--- config.mk ---
export PLATFORM = sky130hd
export DESIGN_NAME = tpte_addr
export DESIGN_NICKNAME = d
export VERILOG_FILES = /design/src/hw/rtl/tpte_pkg.sv /design/src/hw/rtl/tpte_addr.sv
export SDC_FILE = /design/constraint.sdc
export NUM_CORES = 1
export LEC_CHECK = 0
export ABC_AREA = 1
export BUFFER_PORTS_ARGS = -buffer_cell sky130_fd_sc_hd__buf_2
export CAP_MARGIN = 40
export CELL_PAD_IN_SITES_DETAIL_PLACEMENT = 0
export CELL_PAD_IN_SITES_GLOBAL_PLACEMENT = 1
export CORE_MARGIN = 2
export CORE_UTILIZATION = 30
export CTS_CLUSTER_DIAMETER = 200
export DETAILED_ROUTE_END_ITERATION = 12
export GPL_TIMING_DRIVEN = 0
export PLACE_DENSITY_LB_ADDON = 0.1
export SYNTH_ARGS = -nofsm -noshare
export SYNTH_HDL_FRONTEND = slang
export SYNTH_SLANG_ARGS = --single-unit
--- constraint.sdc ---
create_clock -name clk -period 7.01 [get_ports clk]
set_input_delay 2.103 -clock clk [delete_from_list [all_inputs] [get_ports clk]]
set_output_delay 2.103 -clock clk [all_outputs]
set_load 0.03 [all_outputs]
--- src/hw/rtl/tpte_pkg.sv ---
// ----------------------------------------------------------------------------
// tpte_pkg
// Shared types and codes of the tile pixel transform engine: request and
// response payloads, operation and status codes, register indexes.
// ----------------------------------------------------------------------------
package tpte_pkg;

  localparam int OP_W       = 4;
  localparam int TILE_IDX_W = 4;
  localparam int POS_W      = 5;
  localparam int PIX_W      = 32;
  localparam int STATUS_W   = 2;
  localparam int CFG_DATA_W = 6;
  localparam int CFG_IDX_W  = 1;

  localparam logic [OP_W-1:0] OP_READ        = 4'd0;
  localparam logic [OP_W-1:0] OP_PLOT        = 4'd1;
  localparam logic [OP_W-1:0] OP_FILL        = 4'd2;
  localparam logic [OP_W-1:0] OP_REPLACE     = 4'd3;
  localparam logic [OP_W-1:0] OP_ROTATE      = 4'd4;
  localparam logic [OP_W-1:0] OP_MIRROR_ROWS = 4'd5;
  localparam logic [OP_W-1:0] OP_MIRROR_COLS = 4'd6;
  localparam logic [OP_W-1:0] OP_SHIFT_DOWN  = 4'd7;
  localparam logic [OP_W-1:0] OP_SHIFT_RIGHT = 4'd8;
  localparam logic [OP_W-1:0] OP_DIAG_UPPER  = 4'd9;
  localparam logic [OP_W-1:0] OP_DIAG_LOWER  = 4'd10;

  localparam logic [STATUS_W-1:0] ST_OK         = 2'd0;
  localparam logic [STATUS_W-1:0] ST_RANGE      = 2'd1;
  localparam logic [STATUS_W-1:0] ST_NOT_SQUARE = 2'd2;

  localparam logic [CFG_IDX_W-1:0] REG_TILE_WIDTH  = 1'b0;
  localparam logic [CFG_IDX_W-1:0] REG_TILE_HEIGHT = 1'b1;

  localparam logic [CFG_DATA_W-1:0] DIM_RESET = 6'd32;

  typedef struct packed {
    logic [OP_W-1:0]       operation;
    logic [TILE_IDX_W-1:0] tile_index;
    logic [POS_W-1:0]      pos_x;
    logic [POS_W-1:0]      pos_y;
    logic [PIX_W-1:0]      colour_a;
    logic [PIX_W-1:0]      colour_b;
  } req_t;

  typedef struct packed {
    logic [PIX_W-1:0]    pixel_value;
    logic [STATUS_W-1:0] status;
  } rsp_t;

  typedef struct packed {
    logic            valid;
    logic [OP_W-1:0] operation;
  } xfer_t;

endpackage

--- src/hw/rtl/tpte_addr.sv ---
// ----------------------------------------------------------------------------
// tpte_addr
// Maps the pixel walk position to a source offset in the tile and a
// destination offset in the scratch tile, one pixel per cycle.
// ----------------------------------------------------------------------------
module tpte_addr import tpte_pkg::*; #(
  parameter int MAX_DIM = 32
) (
  input  logic                               clk,
  input  logic                               rst,
  input  xfer_t                              ctl,
  input  logic [$clog2(MAX_DIM)-1:0]         cy,
  input  logic [$clog2(MAX_DIM)-1:0]         cx,
  input  logic [$clog2(MAX_DIM+1)-1:0]       w,
  input  logic [$clog2(MAX_DIM+1)-1:0]       h,
  output xfer_t                              s1,
  output logic [$clog2(MAX_DIM*MAX_DIM)-1:0] rd_off,
  output logic [$clog2(MAX_DIM*MAX_DIM)-1:0] sc_off
);

  localparam int CW  = $clog2(MAX_DIM);
  localparam int DW  = $clog2(MAX_DIM+1);
  localparam int PW  = CW + DW;
  localparam int TAW = $clog2(MAX_DIM*MAX_DIM);

  logic [CW-1:0] xm, ym, xn, yn, lo, hi;
  logic [CW-1:0] rr, rc, wr, wc;
  logic [DW-1:0] stride;
  logic [PW-1:0] mr, mw;
  logic [CW-1:0] rc1, wc1;

  always_comb begin
    xm = CW'(w - DW'(1) - DW'(cx));
    ym = CW'(h - DW'(1) - DW'(cy));
    xn = (DW'(cx) == w - DW'(1)) ? '0 : cx + 1'b1;
    yn = (DW'(cy) == h - DW'(1)) ? '0 : cy + 1'b1;
    lo = (cx < cy) ? cx : cy;
    hi = (cx < cy) ? cy : cx;
    rr = cy;
    rc = cx;
    wr = cy;
    wc = cx;
    stride = w;
    unique case (ctl.operation)
      OP_ROTATE: begin
        wr = xm;
        wc = cy;
        stride = h;
      end
      OP_MIRROR_ROWS: wr = ym;
      OP_MIRROR_COLS: wc = xm;
      OP_SHIFT_DOWN:  wr = yn;
      OP_SHIFT_RIGHT: wc = xn;
      OP_DIAG_UPPER: begin
        rr = lo;
        rc = hi;
      end
      OP_DIAG_LOWER: begin
        rr = hi;
        rc = lo;
      end
      default: ;
    endcase
  end

  always_ff @(posedge clk) begin
    if (rst) begin
      s1.valid <= 1'b0;
    end else begin
      s1.valid <= ctl.valid;
    end
    s1.operation <= ctl.operation;
    mr  <= PW'(rr) * PW'(w);
    mw  <= PW'(wr) * PW'(stride);
    rc1 <= rc;
    wc1 <= wc;
  end

  assign rd_off = TAW'(mr + PW'(rc1));
  assign sc_off = TAW'(mw + PW'(wc1));

endmodule

Yosys cells after proc, flatten, opt, wreduce, memory -nomap -nowiden
Cells that the tools add are included.
{"block": "op_classes", "n_mux": 9, "mul": 2, "n_eq_ne": 9, "order_cmp": 1, "add_sub_neg": 8}
{"op": "case mux 5 bit (3 select lines)", "count": 2}
{"op": "adder 10 x 5 -> 10 bit", "count": 2}
{"op": "multiplier 5 x 6 -> 10 bit", "count": 2}
{"op": "two-way mux 5 bit", "count": 4}
{"op": "case mux 5 bit (2 select lines)", "count": 2}
{"op": "== test 4 x 3 -> 1 bit, second input constant", "count": 4}
{"op": "== test 4 bit, second input constant", "count": 3}
{"op": "== test 5 x 6 -> 1 bit", "count": 2}
{"op": "subtractor 6 x 1 -> 6 bit, second input constant", "count": 2}
{"op": "adder 5 x 1 -> 5 bit, second input constant", "count": 2}
{"op": "subtractor 5 bit", "count": 2}
{"op": "two-way mux 6 bit", "count": 1}
{"op": "less-than comparator 5 bit", "count": 1}
{"block": "word_totals", "inputBits": 29, "ff_bits": 35}

Depth between registers and ports, before layout
{"block": "depth", "word_depth": 5, "mapped_depth": 32, "ltp_nobuf": 31}

Least setup slack after synthesis
OpenSTA, ideal clock, no wires.
{"block": "synth_timing", "path_kind": "input to register", "startpoint": "input w[0]", "endpoint": "register mw[8]", "slack_ns": 0.371, "path_buffers": 1, "stages": 26, "arrival_time_ns": 6.567, "cell_sequence": "clkbuf_1 inv_1 ha_1 fa_1 inv_1 nand3_1 nand2_1 nand3_1 nand3_1 nand2_1 nor2_1 nand2_1 nand2_1 nor2_1 fa_1 fa_1 inv_1 fa_1 inv_1 ha_1 a21oi_1 inv_1 a31oi_1 o21ai_0 a21oi_1 xnor2_1"}
{"block": "synth_between", "elab_chain_len": 4}
{"item": "from (decl)", "line": "tpte_addr.sv:14", "source": "input logic [$clog2(MAX_DIM+1)-1:0] w,"}
{"item": "subtractor 6 x 1 -> 6 bit"}
{"item": "subtractor 5 bit", "line": "tpte_addr.sv:33", "source": "xm = CW'(w - DW'(1) - DW'(cx));"}
{"item": "case mux 5 bit (3 select lines)", "line": "tpte_addr.sv:44", "source": "unique case (ctl.operation)"}
{"item": "multiplier 5 x 6 -> 10 bit *", "line": "tpte_addr.sv:74", "source": "mw <= PW'(wr) * PW'(stride);"}
{"item": "to (signal assigned)", "line": "tpte_addr.sv:74"}
{"item": "to (decl)", "line": "tpte_addr.sv:29", "source": "logic [PW-1:0] mr, mw;"}
Every way passes the cells marked *; elsewhere a longest branch is shown, timed or not.
A chain may end at the register's enable or synchronous reset.

Worst setup path in the final report
{"block": "layout_timing", "startpoint": "input cy[2]", "endpoint": "register mr[8]"}
{"block": "layout_between", "elab_chain_len": 4}
{"item": "from (decl)", "line": "tpte_addr.sv:12", "source": "input logic [$clog2(MAX_DIM)-1:0] cy,"}
{"item": "less-than comparator 5 bit", "line": "tpte_addr.sv:37, tpte_addr.sv:38"}
{"item": "two-way mux 5 bit (on tied branches)", "line": "tpte_addr.sv:38, tpte_addr.sv:37"}
{"item": "case mux 5 bit (2 select lines) *", "line": "tpte_addr.sv:44"}
{"item": "multiplier 5 x 6 -> 10 bit *", "line": "tpte_addr.sv:73", "source": "mr <= PW'(rr) * PW'(w);"}
{"item": "to (signal assigned)", "line": "tpte_addr.sv:73"}
{"item": "to (decl)", "line": "tpte_addr.sv:29"}
Marks and branches as above.

==> flow_summary_export.csv <==
group,metric,value,unit
global_route,grt_max_degree,13,
global_route,first_global_vias,4005,
power,switching_share,47.4,%
critical_path,max_stage_delay,0.54,ns
power,p_int,711,uW
logic_synthesis,synth_area_leaders,"ha_1, dfxtp_1, fa_1",
floorplanning,die_y,127,um
critical_path,crit_arrival,6.84,ns
placed_design,post-place-cells,849,
finish,final_area,5220,sq um
outcome,status,"complete, no violations",
logic_synthesis,synth.top_cell.area_share,17.1,%
logic_synthesis,yosys.area.top_type,"ha_1",
power,p_comb_share,60.2,%
detailed_routing,viasPerCell,4.65,
logic_synthesis,synth_edf_count,0,
floorplanning,ioPinCount,54,
logic_synthesis,synth.mux.area_fraction,0,%
placed_design,io_buffer_count,48,
power,pwr-share-seq,20.9,%
critical_path,crit_family,"adder cells",
detailed_routing,wl,12.1,mm
logic_synthesis,yosys.area_share.simple,22.7,%
timing,finalCriticalPeriod,6.62,ns
critical_path,cp_cell_sequence,"buf_2 -> inv_1 -> ha_1 -> nand2_1 -> inv_1 -> o21ai_2 -> nand3_4 -> buf_2 -> o211ai_2 -> o211ai_2 -> nand2_1 -> inv_1 -> fa_1 -> fa_1 -> inv_1 -> fa_1 -> inv_1 -> ha_1 -> a21oi_1 -> inv_1 -> a31oi_1 -> o21ai_0 -> a21oi_1 -> xnor2_1",
global_route,overflow,0,
logic_synthesis,async_flop_share,0,%
logic_synthesis,avgSynthCellArea,7.34,sq um
detailed_routing,antenna_left,0,
timing,rsz0062_at_grt,"no",
cts,htreeDepth,2,
timing,timing.slew.headroom,56.7,%
critical_path,required,7.22,ns
power,power_density,259,nW/um^2
critical_path,end_kind,"register",
floorplanning,rows,44,
detailed_routing,drt-pass1-iter-count,4,
placed_design,placed_area,5000,sq um
logic_synthesis,ys_types,37,
power,ir_worst_vdd,88.8,uV
timing,finalCritPeriodShare,94.5,%
floorplanning,core,14600,sq um
logic_synthesis,synth_compound_area_share,12.6,%
logic_synthesis,yosys.area_share.xor_xnor,8.70,%
global_route,grtUsageTotal,15.6,%
power,finalPower,1.35,mW
logic_synthesis,ys_warn_count,0,
timing,layout_setup_ws,0.386,ns
logic_synthesis,synth.cell_area,4530,sq um
cts,cts_root_buf,"clkbuf_16",
detailed_routing,wl_per_cell,14.2,um
critical_path,crit_path_start_kind,"primary input",
timing,setup_viol,0,
detailed_routing,via_count,3983,
placed_design,dp_slack,-0.527,ns
floorplanning,dieArea,16100,sq um
floorplanning,initial_core_util,30.9,%
floorplanning,die_x,127,um
critical_path,crit_slowest_cell,"fa_1",
logic_synthesis,synth_commonest_cells,"nand2_1, inv_1, ha_1, nand3_1",
finish,diodes,0,
timing,max_freq,151,MHz
flow_run,cap_violations,0,
placed_design,gp_congestion,0.902,
logic_synthesis,seq_area_frac_synth,15.5,%
finish,final_cells,857,
logic_synthesis,synth_nets,734,
finish,syn_to_final_growth,15.2,%
power,power.share.clock,18.9,%
logic_synthesis,syn_inst,617,
global_route,grt_pass1_wl,20.0,mm
finish,drive_above_1_share,16.2,%
timing,hold_viol,0,
timing,worst_pin_slew,0.642,ns
finish,fin_util,35.6,%
detailed_routing,drt-initial-drc-count,150,
logic_synthesis,yosys_most_used_dff,"dfxtp_1",
cts,numClockSinks,35,
detailed_routing,drc,0,
cts,path_clk_slew,0.06,ns
logic_synthesis,synth_top_family_by_area,"adder cells",
power,power.net_switching,641,uW
critical_path,cp_max_fo,10,
timing,final_max_slew_viol_count,0,
logic_synthesis,synthAdderAreaFrac,28.6,%
worst_hold_path,hold_path.class,"primary input to register",
cts,cts_inserted_buffers,5,
cts,clockBufferDepth,2,
cts,cts_tree,"yes",
finish,nets,789,
placed_design,dpl.hpwl,10.2,mm
logic_synthesis,yosysMostFrequentCell,"nand2_1",
critical_path,cp_num_buf_inv,8,
critical_path,worstSetupPathType,"primary input to register",
critical_path,cpMostUsedCell,"inv_1",
logic_synthesis,ys_seq_elements,35,
global_route,antenna_found_initial,0,
power,total_leakage_power,2.85,nW
sequential cells by signal (all words and copies together) (netlist names):
name  flops
rc1       5
mr       10
wc1       5
s1        5
mw       10
timing repair:
action,CTS,global route
pin swaps,0,6
endpoints found under the hold margin,0,0
setup buffers,0,1
gates cloned,0,0
resized for setup,1,14
hold buffers,0,0
setup endpoints to repair,2,4
path summary, 6_finish.rpt:
check	from	end	slack, ns	cells past startpoint
setup / recovery	cy[2]	mr[8]	0.39	24
hold / removal	ctl[3]	s1[3]	1.92	1
area by class of cell:
type | instances | area, sq um
plain buffers | 11 | 70.1
clock buffers | 5 | 125
clock inverters | 3 | 43.8
fillers | 1593 | 9430
inverters | 125 | 469
multi-input cells | 445 | 3330
flip-flops and latches | 35 | 701
well taps | 184 | 230
repair buffers | 49 | 250
per-layer routing:
layer / part of all wire, % / wire length [um] / track usage, % / vias up
li1: - / - / - / 2090
met1: 51 / 6160 / 21.9 / 1807
met2: 43 / 5220 / 24.8 / 75
met3: 4.5 / 550 / 2.45 / 11
met4: 1.8 / 214 / 4.52 / 0
met5: 0 / 0 / 0 / -
cell usage in the layout (no fill, tap or decap), types with 3 or more instances in the layout:
cell	synthesis	final
nand2_1	129	127
inv_1	116	116
ha_1	62	60
buf_2	5	52
nand3_1	38	37
xor2_1	35	35
dfxtp_1	35	35
nor2_1	33	33
a21oi_1	28	28
fa_1	26	25
o211ai_1	18	18
o21ai_0	12	11
xnor2_1	10	10
inv_2	9	9
nand4_1	8	8
o211ai_2	7	7
o2111ai_1	5	5
nand2_2	3	5
clkbuf_16	0	5
o21ai_1	3	4
nand3_2	3	4
nor2_2	5	4
buf_4	1	4
a21o_1	3	3
nor3_2	2	3
power by group through the flow:
stage,Sequential [mW],Combinational (mW),Clock [mW]
finish,0.282,0.813,0.256
global route,0.289,0.925,0.273
CTS,0.283,0.815,0.265
detailed placement,0.287,0.809,0
global placement,0.286,0.808,0
floorplan,0.284,0.616,0
logic make-up (layout without fill, tap and decap cells):
logic type | count (synthesis) | in the layout
AOI/OAI and AO/OA | 83 | 83
xor gates and xnor gates | 45 | 45
adders and majority gates | 88 | 88
buffers and inverters | 137 | 193
DFF | 35 | 35
and+or+nand+nor | 229 | 229
through the flow:
stage / hold WS (ns) / setup TNS (ns)
after floorplan: 2.13 / 0
after global placement: 2.22 / -1.58
after detailed placement: 2.22 / -1.53
after CTS: 1.91 / 0
after global routing: 1.93 / 0
final: 1.92 / 0
Note: power is estimated with default switching activity, not from simulation.
